<file path="config.mk">
export PLATFORM = sky130hd
export DESIGN_NAME = pst_cfg
export DESIGN_NICKNAME = d
export VERILOG_FILES = /design/src/rtl/core/pst_pkg.sv /design/src/rtl/core/pst_cfg.sv
export SDC_FILE = /design/constraint.sdc
export NUM_CORES = 1
export LEC_CHECK = 0
export ABC_AREA = 1
export BUFFER_PORTS_ARGS = -buffer_cell sky130_fd_sc_hd__buf_2
export CAP_MARGIN = 10
export CORE_MARGIN = 3
export CORE_UTILIZATION = 55
export CTS_CLUSTER_DIAMETER = 100
export DETAILED_ROUTE_END_ITERATION = 8
export PLACE_DENSITY = 0.85
export SETUP_SLACK_MARGIN = 0.05
export SLEW_MARGIN = 20
export SYNTH_ARGS = -nofsm -noshare
export SYNTH_HDL_FRONTEND = slang
export SYNTH_SLANG_ARGS = --single-unit
</file>
<file path="constraint.sdc">
create_clock -name clk -period 1.35 [get_ports clk]
set_input_delay 0.0675 -clock clk [delete_from_list [all_inputs] [get_ports clk]]
set_output_delay 0.0675 -clock clk [all_outputs]
set_load 0.1 [all_outputs]
</file>
<file path="src/rtl/core/pst_pkg.sv">
// Shared types, constants and helpers for the particle step pipeline.
// No dependencies.
package pst_pkg;

  localparam int DEF_FRAC_BITS = 8;
  localparam int CFG_IDX_W     = 4;
  localparam int CFG_DATA_W    = 20;
  localparam int SQRT_STEPS    = 21;
  localparam int DIV_STEPS     = 20;
  localparam logic [10:0] DT_MAX = 11'd1966;
  localparam logic [16:0] Q16_HALF = 17'd32768;

  typedef enum logic [CFG_IDX_W-1:0] {
    REG_GRAVITY  = 4'd0,
    REG_FRICTION = 4'd1,
    REG_BOUNCE   = 4'd2,
    REG_LIMIT    = 4'd3,
    REG_RADIUS   = 4'd4,
    REG_WIDTH    = 4'd5,
    REG_HEIGHT   = 4'd6,
    REG_REST     = 4'd7
  } cfg_reg_e;

  typedef struct packed {
    logic [19:0] gravity_accel;
    logic [15:0] friction_factor;
    logic [15:0] bounce_factor;
    logic [18:0] speed_limit;
    logic [15:0] particle_radius;
    logic [18:0] arena_width;
    logic [18:0] arena_height;
    logic [18:0] rest_speed;
  } cfg_t;

  typedef struct packed {
    logic signed [19:0] pos_x_in;
    logic signed [19:0] pos_y_in;
    logic signed [19:0] vel_x_in;
    logic signed [19:0] vel_y_in;
    logic [15:0]        step_time;
  } in_item_t;

  typedef struct packed {
    logic signed [19:0] pos_x_out;
    logic signed [19:0] pos_y_out;
    logic signed [19:0] vel_x_out;
    logic signed [19:0] vel_y_out;
  } out_item_t;

  // item context carried through the sqrt and rescale stages
  typedef struct packed {
    logic signed [19:0] px;
    logic signed [19:0] py;
    logic signed [20:0] vx;
    logic signed [20:0] vy;
    logic [10:0]        dt;
    logic               over;
  } ctx_t;

  // Q0.16 product rounded to nearest
  function automatic logic [23:0] round_q16(input logic [39:0] p);
    logic [40:0] s;
    s = {1'b0, p} + 41'(Q16_HALF);
    return s[39:16];
  endfunction

  function automatic logic [19:0] mag20(input logic signed [20:0] v);
    logic [20:0] m;
    m = v[20] ? 21'(-v) : v;
    return m[19:0];
  endfunction

  // magnitude m, negated when neg is set
  function automatic logic signed [20:0] signed_as(input logic neg, input logic [19:0] m);
    logic signed [20:0] s;
    s = $signed({1'b0, m});
    return neg ? -s : s;
  endfunction

  function automatic logic signed [19:0] sat20(input logic signed [23:0] v);
    if (v > 24'sd524287) begin
      return 20'sd524287;
    end else if (v < -24'sd524288) begin
      return -20'sd524288;
    end
    return v[19:0];
  endfunction

endpackage

</file>
<file path="src/rtl/core/pst_cfg.sv">
// Configuration register file for the particle step block.
// Depends on pst_pkg.
module pst_cfg #(
  parameter int FRAC_BITS = pst_pkg::DEF_FRAC_BITS
) (
  input  logic                           clk,
  input  logic                           rst,
  input  logic                           wr_en,
  input  logic [pst_pkg::CFG_IDX_W-1:0]  wr_index,
  input  logic [pst_pkg::CFG_DATA_W-1:0] wr_data,
  output pst_pkg::cfg_t                  cfg
);

  always_ff @(posedge clk) begin
    if (rst) begin
      cfg.gravity_accel   <= 20'(32'd1200 << FRAC_BITS);
      cfg.friction_factor <= 16'd62915;
      cfg.bounce_factor   <= 16'd3277;
      cfg.speed_limit     <= 19'(32'd900 << FRAC_BITS);
      cfg.particle_radius <= 16'(32'd4 << FRAC_BITS);
      cfg.arena_width     <= 19'(32'd800 << FRAC_BITS);
      cfg.arena_height    <= 19'(32'd600 << FRAC_BITS);
      cfg.rest_speed      <= 19'(32'd60 << FRAC_BITS);
    end else if (wr_en) begin
      unique case (wr_index)
        pst_pkg::REG_GRAVITY:  cfg.gravity_accel   <= wr_data;
        pst_pkg::REG_FRICTION: cfg.friction_factor <= wr_data[15:0];
        pst_pkg::REG_BOUNCE:   cfg.bounce_factor   <= wr_data[15:0];
        pst_pkg::REG_LIMIT:    cfg.speed_limit     <= wr_data[18:0];
        pst_pkg::REG_RADIUS:   cfg.particle_radius <= wr_data[15:0];
        pst_pkg::REG_WIDTH:    cfg.arena_width     <= wr_data[18:0];
        pst_pkg::REG_HEIGHT:   cfg.arena_height    <= wr_data[18:0];
        pst_pkg::REG_REST:     cfg.rest_speed      <= wr_data[18:0];
        default: ;
      endcase
    end
  end

endmodule

</file>
Word-level counts from Yosys, hierarchy flattened:

Cells that the tools add are included.

* equality and inequality tests: 7
* reduce and logical (&&, ||, !) cells: 9

Operators by type and width (count)
* 4-bit by 3-bit equality test with 1-bit output, second input constant: 4
* 2-bit AND reduction: 8
* 4-bit by 2-bit equality test with 1-bit output, second input constant: 2
* 4-bit by 1-bit equality test with 1-bit output, second input constant: 1
* 4-bit logical NOT: 1

* register bits after elaboration: 144
* input bits: 27
* output and inout bits: 144
* word-level logic and storage cells: 24

Depth between registers and ports, before layout:

* word-level depth: 2
* gate-level depth with buffers: 7
* gate-level depth less buffers: 6

Worst setup path before layout:

OpenSTA, ideal clock, no wires.

* path type: reg-to-reg
* start: register, netlist name cfg[124]
* end: register cfg[124] in the netlist's numbering
* setup time: 0.064 ns
* arrival time: 1.214 ns
* required time: 1.286 ns
* setup slack: 0.072 ns
* stages on the path, launching flop included: 5
* buffers on the path: 0
* clock period less this slack: 1.278 ns
* cells stage by stage: dfxtp_1 -> inv_1 -> nand2_1 -> nand2_1 -> nor2_1

RTL lines
* end, declared: line pst_cfg.sv:11 `output pst_pkg::cfg_t cfg`

Worst setup path in the final report:

* start: register cfg[120] in the netlist's numbering
* end: output cfg[120] in the netlist's numbering

No word-level cell between the ends.

==> run summary <==
The buffers plus inverters on the worst setup path was 1. Max-cap violations in this run came to 0. STA puts the critical path data arrival time at 1.21 ns. The highest clock rate is 0.783 GHz.

The transition time of the tightest slew-check pin is 0.450 ns. The most common cell after layout, fill and taps aside is sky130_fd_sc_hd__nand2_1. For the internal reg-to-reg setup slack, the log shows 0.69 ns. The top register by number of flip-flops is cfg.

Once the floorplan was initialized, standard cells occupied 56.6% of the core. The logs give 1,020 for the number of nets at the end of the flow and 0.52 ns for the clock latency of the later-clocked register in the worst-skew pair. The synthesized netlist devotes 0% of its cell area to XOR and XNOR gates. Post-detailed-placement half-perimeter wirelength: 10,700 um. The critical path goes through buf_4. The worst setup path is captured at an output port.

Wires add up to 17,100 um. For the worst setup path, the data required time is 1.28 ns. The worst register-to-register path ends at cfg[130]. The layout overhead on the synthesized area was 39.9%.

The number of buffers inserted by post-CTS setup repair was 0; the remaining design rule violation count was 0. Counting along the longest clock path gives a buffer depth of 2. For this run, the number of Yosys warnings is 0. After floorplanning, the core was sized to cover 9820 sq um. Measured against its own limit, the worst slew margin works out to 70.0%. The number of antenna diodes in the final layout is 0.

The final design utilization was 79.2%; the final period utilization was 94.6%. The start point of the worst hold path was wr_index[0]. The number of distinct library cells after synthesis came out at 17. The share of synthesized cell area in full adder, half adder and majority cells was 0%; the delay contributed by the slowest stage of the critical path was 0.38 ns.

Die extent in y: 107 um. The logs give 803 for the cell count after synthesis and 5560 sq um for the cell area after technology mapping. The logs give 40 for the maximum number of pins on one net before global-route repair and 51.8% for the register area share after synthesis. STA classifies the critical path startpoint as a register. The final setup TNS came out at 0 ns.

The die covers 11,400 sq um. The post-route non-filler standard cell count is 1,139. The source of the worst register-to-register timing path was cfg[130]. The horizontal die dimension is 107 um, and the initial antenna violation count is 0. The simple logic cell fraction of the synthesized area is 40.9%, and the number of flip-flops in the largest register is 144. The total grt overflow was 0.

The run gives 30.2% as the overall track demand over capacity in global routing. The clock drives 144 sinks. The minimum clock period after layout was 1.28 ns; the final antenna-violating net count was 0. The number of placed instances, taps included, is 1,085. The via count of the first global-routing pass is 5,221, and the mean area per synthesized cell is 6.92 sq um.

Cells with a size suffix above 1 make up 23.4% of the layout. Clock-pin slew was measured on the worst setup and hold paths at 0.06 ns. The number of CTS-inserted buffers was 17; the via count of the routed design was 5,694. TritonCTS built the clock tree.

VDD sags by at most 0.000901 V. The critical path's top delay family is flip-flops. The first global-routing pass estimated 26,400 um of wire. The slowest stage of the critical path belongs to the cell sky130_fd_sc_hd__dfxtp_1. For the count of routing violations after the opening detailed-route iteration, the log shows 391.

The areal power density over the cells was 1300 nW/um^2. Dividing the detail-routed wire length by the instance count gives 15.0 um. In this run the number of H-tree levels came out at 4.

The number of hold violations in the final report was 0; the per-cell via count in the routed design was 5.00. Setup repair after global routing left no endpoint under its margin. Clock skew on the completed layout was measured at 0 ns. The worst hold path terminates at cfg[67]. The design draws 10.2 mW. Input and output buffers added on the ports amount to 170. The largest registers in the layout are cfg x144. Across all hold checks on the routed design, the worst slack comes to 0.0166 ns.

For the number of detailed-route iterations in the first pass, the log shows 5. The worst setup path is of the reg2out kind. For the static leakage power, the log shows 3.91 nW. Counting flops and latches in the post-synthesis netlist gives 144.

The top cell types in the final layout, fill and taps aside, are sky130_fd_sc_hd__nand2_1, sky130_fd_sc_hd__nor2_1, sky130_fd_sc_hd__buf_4, sky130_fd_sc_hd__dfxtp_1, sky130_fd_sc_hd__inv_1. The cell at the root of the clock tree is sky130_fd_sc_hd__clkbuf_8. The number of stages on the worst hold path was 5; the compound-cell area share of the yosys netlist was 0.0900%. The routability congestion estimate from global placement was 0.787. The count of pins on the block boundary came out at 171.

The path class of the tightest hold or removal check is in2reg. The run finished with clean final reports. The setup violation total in the final timing report was 0; the fraction of synthesized area in multiplexers was 0%.

Largest family of logic cells by synthesized area: simple AND/OR/NAND/NOR gates. Of all nets on the critical path, the largest fanout is 2. For the max-slew violation total from the final report, the log shows 0. The floorplan has 36 rows. The number of nets in the synthesized netlist is 830. The worst reg-to-reg path cell count was 4.
[per-layer routing]
metal	GRT usage (%)	share of wire, %	up-vias
li1	-	-	2793
met1	37.5	40	2570
met2	49.0	47	282
met3	8.01	9.1	49
met4	14.4	3.8	0
met5	0	0	-
[worst max-delay path by stage]
stage / from / endpoint / cells after the start
6_report: cfg[120] / cfg[120] / 1
5_1_grt: cfg[15] / cfg[15] / 1
4_1_cts: cfg[116] / cfg[116] / 1
3_5_place_dp: wr_en / cfg[66] / 7
3_3_place_gp: wr_en / cfg[62] / 7
2_1_floorplan: cfg[124] / cfg[124] / 4
[cell families (layout without fill, tap and decap cells)]
logic type             after synthesis  in the layout
buffers and inverters               97            300
AO/OA/AOI/OAI                        1              1
AND/OR/NAND/NOR                    561            561
flip-flops                         144            144
[stage by stage]
stage,cell area [sq um],setup slack [ns]
5_1_grt,7780,0.0522
6_report,7780,0.0731
2_1_floorplan,5560,0.0724
3_3_place_gp,6650,0.198
4_1_cts,7770,0.0805
3_5_place_dp,6650,0.171
[synth_stat cells, drive strengths merged]
cell type  instances  share of area (%)
o21ai              1              0.090
nand3             42                4.4
nand4             15                1.7
inv               58                3.9
nor2             224                 16
nand2            279                 19
dfxtp            144                 52
nand3b             1               0.14
clkbuf             6               0.41
buf               33                2.8
[report_power, final]
part | total [mW] | leakage (nW) | switching [mW] | internal, mW
registers | 4.40 | 1.17 | 0.0572 | 4.34
logic | 1.47 | 2.50 | 1.13 | 0.337
clock network | 4.28 | 0.242 | 1.91 | 2.38
total | 10.2 | 3.91 | 3.09 | 7.06
[repair_timing]
action,4_1_cts,5_1_grt
hold buffers,22,0
endpoints found under the hold margin,95,0
setup endpoints to repair,144,2
gates resized for setup,144,2
[area by class of cell]
type	count	area, sq um
clock buffer	19	442
clock inverter	13	104
fill	702	2040
inverter	58	220
multi-input combinational	562	2280
sequential	144	2880
tap	133	166
timing repair buffer	210	1690
(Power assumes the default switching activity.)
