File: config.mk
export PLATFORM = sky130hd
export DESIGN_NAME = pst_sqrt
export DESIGN_NICKNAME = d
export VERILOG_FILES = /design/src/rtl/core/pst_pkg.sv /design/src/rtl/core/pst_sqrt.sv
export SDC_FILE = /design/constraint.sdc
export NUM_CORES = 2
export LEC_CHECK = 0
export BUFFER_PORTS_ARGS = -buffer_cell sky130_fd_sc_hd__buf_2
export CORE_UTILIZATION = 50
export DETAILED_ROUTE_END_ITERATION = 8
export PLACE_DENSITY = 0.74
export SLEW_MARGIN = 20
export SYNTH_ARGS = -nofsm -noshare
export SYNTH_HDL_FRONTEND = slang
export SYNTH_SLANG_ARGS = --single-unit
File: constraint.sdc
create_clock -name clk -period 10.3 [get_ports clk]
set_clock_uncertainty 0.2 [all_clocks]
set_input_delay 0.515 -clock clk [delete_from_list [all_inputs] [get_ports clk]]
set_output_delay 0.515 -clock clk [all_outputs]
set_load 0.02 [all_outputs]
File: src/rtl/core/pst_pkg.sv
// Shared types, constants and helpers for the particle step pipeline.
// No dependencies.
package pst_pkg;

  localparam int DEF_FRAC_BITS = 8;
  localparam int CFG_IDX_W     = 4;
  localparam int CFG_DATA_W    = 20;
  localparam int SQRT_STEPS    = 21;
  localparam int DIV_STEPS     = 20;
  localparam logic [10:0] DT_MAX = 11'd1966;
  localparam logic [16:0] Q16_HALF = 17'd32768;

  typedef enum logic [CFG_IDX_W-1:0] {
    REG_GRAVITY  = 4'd0,
    REG_FRICTION = 4'd1,
    REG_BOUNCE   = 4'd2,
    REG_LIMIT    = 4'd3,
    REG_RADIUS   = 4'd4,
    REG_WIDTH    = 4'd5,
    REG_HEIGHT   = 4'd6,
    REG_REST     = 4'd7
  } cfg_reg_e;

  typedef struct packed {
    logic [19:0] gravity_accel;
    logic [15:0] friction_factor;
    logic [15:0] bounce_factor;
    logic [18:0] speed_limit;
    logic [15:0] particle_radius;
    logic [18:0] arena_width;
    logic [18:0] arena_height;
    logic [18:0] rest_speed;
  } cfg_t;

  typedef struct packed {
    logic signed [19:0] pos_x_in;
    logic signed [19:0] pos_y_in;
    logic signed [19:0] vel_x_in;
    logic signed [19:0] vel_y_in;
    logic [15:0]        step_time;
  } in_item_t;

  typedef struct packed {
    logic signed [19:0] pos_x_out;
    logic signed [19:0] pos_y_out;
    logic signed [19:0] vel_x_out;
    logic signed [19:0] vel_y_out;
  } out_item_t;

  // item context carried through the sqrt and rescale stages
  typedef struct packed {
    logic signed [19:0] px;
    logic signed [19:0] py;
    logic signed [20:0] vx;
    logic signed [20:0] vy;
    logic [10:0]        dt;
    logic               over;
  } ctx_t;

  // Q0.16 product rounded to nearest
  function automatic logic [23:0] round_q16(input logic [39:0] p);
    logic [40:0] s;
    s = {1'b0, p} + 41'(Q16_HALF);
    return s[39:16];
  endfunction

  function automatic logic [19:0] mag20(input logic signed [20:0] v);
    logic [20:0] m;
    m = v[20] ? 21'(-v) : v;
    return m[19:0];
  endfunction

  // magnitude m, negated when neg is set
  function automatic logic signed [20:0] signed_as(input logic neg, input logic [19:0] m);
    logic signed [20:0] s;
    s = $signed({1'b0, m});
    return neg ? -s : s;
  endfunction

  function automatic logic signed [19:0] sat20(input logic signed [23:0] v);
    if (v > 24'sd524287) begin
      return 20'sd524287;
    end else if (v < -24'sd524288) begin
      return -20'sd524288;
    end
    return v[19:0];
  endfunction

endpackage

File: src/rtl/core/pst_sqrt.sv
// Pipelined integer square root, one result bit per stage.
// Depends on pst_pkg.
module pst_sqrt (
  input  logic          clk,
  input  logic          rst,
  input  logic          en,
  input  logic          in_vld,
  input  logic [40:0]   in_s2,
  input  pst_pkg::ctx_t in_ctx,
  output logic          out_vld,
  output logic [20:0]   out_root,
  output pst_pkg::ctx_t out_ctx
);

  localparam int N = pst_pkg::SQRT_STEPS;

  logic [40:0]   x   [0:N];
  logic [41:0]   rs  [0:N];
  pst_pkg::ctx_t ctx [0:N];
  logic [N:0]    vld;

  assign x[0]   = in_s2;
  assign rs[0]  = '0;
  assign ctx[0] = in_ctx;
  assign vld[0] = in_vld;

  for (genvar i = 0; i < N; i++) begin : g_st
    localparam int SH = 2 * (N - 1 - i);
    logic [41:0] bitv;
    logic [41:0] trial;
    assign bitv  = 42'(1) << SH;
    assign trial = rs[i] + bitv;

    always_ff @(posedge clk) begin
      if (en) begin
        ctx[i+1] <= ctx[i];
        if ({1'b0, x[i]} >= trial) begin
          x[i+1]  <= 41'({1'b0, x[i]} - trial);
          rs[i+1] <= (rs[i] >> 1) + bitv;
        end else begin
          x[i+1]  <= x[i];
          rs[i+1] <= rs[i] >> 1;
        end
      end
    end

    always_ff @(posedge clk) begin
      if (rst) begin
        vld[i+1] <= 1'b0;
      end else if (en) begin
        vld[i+1] <= vld[i];
      end
    end
  end

  assign out_vld  = vld[N];
  assign out_root = rs[N][20:0];
  assign out_ctx  = ctx[N];

endmodule

# [Yosys cells after proc, flatten, opt, wreduce, memory -nomap -nowiden]
# Cells that the tools add are included.
[op_classes] n_mux=41 bitwise=0 n_mul=0 reduce_logical=0 div_mod_pow=0 n_shift=0 magnitude_cmp=21 eq_ne=0 addsub=60
[ops] operator="two-way mux 41 bit" n=40
[ops] operator=">= comparator 41 x 42 -> 1 bit" n=20
[ops] operator="subtractor 41 bit" n=19
[ops] operator="adder 41 x 11 -> 42 bit (second input constant)" n=1
[ops] operator="adder 41 x 13 -> 42 bit (second input constant)" n=1
[ops] operator="adder 41 x 15 -> 42 bit (second input constant)" n=1
[ops] operator="adder 41 x 17 -> 42 bit (second input constant)" n=1
[ops] operator="adder 41 x 19 -> 42 bit (second input constant)" n=1
[ops] operator="adder 41 x 21 -> 42 bit (second input constant)" n=1
[ops] operator="adder 41 x 23 -> 42 bit (second input constant)" n=1
[ops] operator="adder 41 x 25 -> 42 bit (second input constant)" n=1
[ops] operator="adder 41 x 27 -> 42 bit (second input constant)" n=1
[ops] operator="adder 41 x 29 -> 42 bit (second input constant)" n=1
[ops] operator="adder 41 x 3 -> 42 bit (second input constant)" n=1
[ops] operator="adder 41 x 31 -> 42 bit (second input constant)" n=1
[ops] operator="adder 41 x 33 -> 42 bit (second input constant)" n=1
[ops] operator="adder 41 x 35 -> 42 bit (second input constant)" n=1
[ops] operator="adder 41 x 37 -> 42 bit (second input constant)" n=1
[ops] operator="adder 41 x 39 -> 42 bit (second input constant)" n=1
[ops] operator="adder 41 x 5 -> 42 bit (second input constant)" n=1
[ops] operator="adder 41 x 7 -> 42 bit (second input constant)" n=1
[ops] operator="adder 41 x 9 -> 42 bit (second input constant)" n=1
[ops] operator="adder 42 x 1 -> 42 bit (second input constant)" n=1
[ops] operator="adder 42 x 11 -> 42 bit (second input constant)" n=1
[ops] operator="other kinds (22)" n=22
[totals] ramBits=0 out_inout_bits=116 inputBits=139 rom_bits=0 register_bits=3676 latch_bits=0 memories=0

# [Longest topological paths before layout]
[logic_depth] word_depth=3 depth_mapped=13 depth_no_buf=11

# [Least setup slack after synthesis]
# OpenSTA, ideal clock, no wires.
[synth_path] kind="reg2reg" start="reg x[318] (netlist bit)" end="reg x[266] (netlist bit) (data pin)" synth_period_minus_slack_ns=3.674 stages_incl_launch_ff=10 setup_time_ns=0.260 arrival_ns=3.213 setup_slack_ns=6.626 cell_sequence="edfxtp_1 or3_4 or3_4 or3_1 or3_1 or3_4 or4b_4 buf_6 buf_6 mux2_4"
[synth_via] elab_chain_len=2
[synth_rtl] element="start, declared" line="pst_sqrt.sv:17" rtl="logic [40:0] x [0:N];"
[synth_rtl] element="start signal, assigned by index" line="pst_sqrt.sv:38" rtl="x[i+1] <= 41'({1'b0, x[i]} - trial);"
[synth_rtl] element="start signal, assigned by index" line="pst_sqrt.sv:41" rtl="x[i+1] <= x[i];"
[synth_rtl] element=">= comparator 41 x 42 -> 1 bit" line="pst_sqrt.sv:37" rtl="if ({1'b0, x[i]} >= trial) begin"
[synth_rtl] element="two-way mux 41 bit" line="pst_sqrt.sv:37"
# Every way passes these cells.
# A chain may end at the register's enable or synchronous reset.

# [Final worst setup path]
[layout_path] start="reg x[130] (netlist bit)" end="reg x[121] (netlist bit) (data pin)"
[layout_via] elab_chain_len=2 elab_cells_between_ends=3 cone_classes="1 x add/sub; 1 x order compare; 1 x mux"
[layout_rtl] element="subtractor 41 bit or >= comparator 41 x 42 -> 1 bit (tied branches)" line="pst_sqrt.sv:38, pst_sqrt.sv:37"
[layout_rtl] element="two-way mux 41 bit (*)" line="pst_sqrt.sv:37"
# Every way passes the cells marked *; elsewhere a longest branch is shown, timed or not.

==> metrics.txt <==
status=complete, no violations; floorplan die width=472 microns; final-report max-slew violation count=0; number of library cell types mapped by synthesis=81; RSZ-0062 raised after global routing=no; maximum number of buffers from clock root to sink=4; startpoint of the worst register-to-register path=x[130]$_DFFE_PP_; drt pass-1 iters=8; hold_sp=in_ctx[86]; max-cap violation count=0; commonest register cell after synthesis=edfxtp_1; clock insertion delay at the later pin of the skew report=0.93 ns; aggregate negative setup slack=0 ns; post-synthesis sequential element count=3046; final hold vios=0; R2R cell count=9; area growth from synthesis to layout=14.1%; starting utilization of the core area=0.503; data arrival time at the worst-slack endpoint=4.35 ns; synthesis warning total=0; count of mapped cells out of synthesis=6017; number of nets in the layout=6996; Worst-Margin Slew=1.11 ns; Post-Synthesis Net Count=6405; Setup Slack @ Placement=6.42 ns; via count=50.0k; Hold Path Cell Cnt=2; total die area=223000 sq um; average detailed-routed wire length per instance=18.1 microns; number of global-route vias before repair=51.2k; GR Layer Usage met2=0.285; number of endpoints failing setup at the final stage=0; Hold Path Class=input pin to register; GRT Overall Usage=0.157; most congested layer reported by global routing=met2; Worst Hold End=ctx[1966]$_DFFE_PP_; first-iteration detailed-routing DRC count=3862; clock edge transition at the registers on the reported setup and hold paths=0.06 ns; number of antenna violations at the first check in global routing=1; number of remaining DRC errors=0; pin count of the biggest net entering global routing=214; cell area after synthesis=110000 sq um; number of clock sinks=3046; share of layout cells above drive strength 1=0.119; I/O pin cnt=255; category of the worst setup path launch point=register; leakage component of the power=44.7 nW; classification of the worst setup path=register to register; RePlAce Congestion=0.912; final critical delay including setup and external delays=3.94 ns; FF-to-FF setup slack=6.36 ns; quantity of I/O buffers inserted on ports=254; crit share post-route=0.382; y dimension of the die=472 microns; H-tree Lvls=5; required time reported for the critical path endpoint=10.71 ns; ratio of total power to cell area=228 nW/um^2; Peak Freq=254 MHz; sort of element at the end of the critical path=register; Site Rows=172; worst reg2reg endpoint=x[121]$_DFFE_PP_; Post-synth EDFFs=3025; worst-case setup margin in the final layout=6.36 ns; DRT antenna net count=0; Num CTS Buffers=318; detail-routed via count per cell=5.15; global-route wire length before repair=275000 microns; met1 demand-to-capacity share in global routing=0.179; number of instances resized during post-cts repair=0; global route overflow=0; Final Total Pwr=28.7 mW; Slew Limit Headroom=0.260; Clock Root Buffer=clkbuf_16; Placeable Area=220000 sq um; Detail Placement HPWL=105000 microns; CTS tree=done; proportion of synthesized flip-flops having asynchronous set or reset=0; highest ir drop seen on vdd=0.191 mV; maximum fanout along the worst path=6; met3 demand-to-capacity share in global routing=0.0311; total detailed-routing wirelength=175000 microns; portion of the post-synthesis area used by sequential elements=0.826; syn avg cell area=18.4 sq um
[per-layer routing]
layer  vias to the layer above  part of all wire  routed length (microns)
li1                      24289                 -                        -
met1                     24225              0.39                    69000
met2                      1118              0.53                    92900
met3                       376             0.041                     7140
met4                         0             0.036                     6360
met5                         -                 0                        0
[layout make-up]
cell class	count	area [sq um]
fill	15860	93600
sequential	3046	91300
multi-input combinational	2509	17100
clock buffer	378	8250
tap	2871	3590
timing repair buffer	434	3130
clock inverter	175	1510
inverter	299	1120
antenna	2	5.00
[stage by stage]
step / instance area, sq um / instances / hold slack (ns) / util
6_report: 126000 / 9714 / 0.0907 / 0.574
5_1_grt: 126000 / 9714 / 0.0295 / 0.574
4_1_cts: 126000 / 9711 / 0.00144 / 0.574
3_5_place_dp: 115000 / 9018 / 0.205 / 0.523
3_3_place_gp: 115000 / 9018 / 0.200 / 0.523
2_1_floorplan: 110000 / 6017 / 0.200 / -
[state kept, by name, indices dropped and copies added (netlist names)]
| register | count |
|---|---|
| out_ctx | 94 |
| out_root | 21 |
| out_vld | 1 |
| ctx | 1880 |
| x | 820 |
| rs | 210 |
| vld | 20 |
[Yosys cell counts, drive strengths merged, types with 35 or more instances]
master,n,area share
nor4,130,0.0074
o21a,39,0.0027
mux2,35,0.0037
nor2,284,0.0097
edfxtp,3025,0.82
xnor2,178,0.014
nand2,239,0.0081
nor3,123,0.0056
buf,104,0.0070
nand2b,48,0.0027
a21o,53,0.0036
nand3,48,0.0022
or3,39,0.0023
a21oi,242,0.011
xor2,161,0.013
o21ai,185,0.0084
inv,299,0.010
ha,248,0.028
nand4,56,0.0032
clkbuf,59,0.0020
[layout by cell type, fill, tap and decap left out, drive strengths merged, types with 53 or more instances in the layout]
cell,Yosys,layout
ha,248,248
xnor2,178,178
nor3,123,123
o21ai,185,185
inv,299,313
xor2,161,161
edfxtp,3025,3025
nand4,56,56
a21oi,242,242
buf,104,294
a21o,53,53
nand2,239,239
clkbuf,59,378
dlygate4sd3,0,140
nor4,130,130
nor2,284,284
clkinv,0,120
[where the power goes]
| part | switching [mW] | total, mW | leakage, nW | internal, mW |
|---|---|---|---|---|
| combinational | 1.47 | 2.47 | 10.4 | 1.01 |
| clock | 4.48 | 10.7 | 4.75 | 6.27 |
| sequential | 0.575 | 15.5 | 29.6 | 14.9 |
| total | 6.52 | 28.7 | 44.7 | 22.2 |
[worst max-delay path by stage]
| stage | slack, ns | cells past startpoint | from | endpoint |
|---|---|---|---|---|
| floorplan | 6.63 | 9 | x[318]$_DFFE_PP_ | x[266]$_DFFE_PP_ |
| global placement | 6.45 | 9 | x[400]$_DFFE_PP_ | x[361]$_DFFE_PP_ |
| detailed placement | 6.42 | 9 | x[400]$_DFFE_PP_ | x[363]$_DFFE_PP_ |
| CTS | 6.37 | 9 | x[400]$_DFFE_PP_ | x[363]$_DFFE_PP_ |
| global route | 6.16 | 9 | x[130]$_DFFE_PP_ | x[121]$_DFFE_PP_ |
| finish | 6.36 | 9 | x[130]$_DFFE_PP_ | x[121]$_DFFE_PP_ |
[kinds of logic (layout without fill, tap and decap cells)]
logic type | Yosys count | count (layout) | synth area share
multiplexers | 64 | 64 | 0.00630
XOR/XNOR | 339 | 339 | 0.0269
buffers and inverters | 462 | 1286 | 0.0191
other | 1 | 3 | 0.0000340
AO/OA/AOI/OAI | 715 | 715 | 0.0398
flip-flops | 3046 | 3046 | 0.826
AND/OR/NAND/NOR | 1141 | 1141 | 0.0531
adder cells (fa/ha/maj) | 249 | 249 | 0.0283
[timing repair]
action | in CTS | in global routing
endpoints found under the hold margin | 255 | 0
hold buffers | 140 | 0
setup buffers | 0 | 0
[critical path: stages, from the launching register on]
cell and delay [ns]:
edfxtp_1 0.40, ha_1 0.40, or3b_2 0.46, nor4_1 0.43, nand4_1 0.27, o21ai_0 0.40
a31oi_2 0.13, nor4_1 0.59, nand4_1 0.19, xnor2_1 0.18
(Power assumes the default switching activity.)
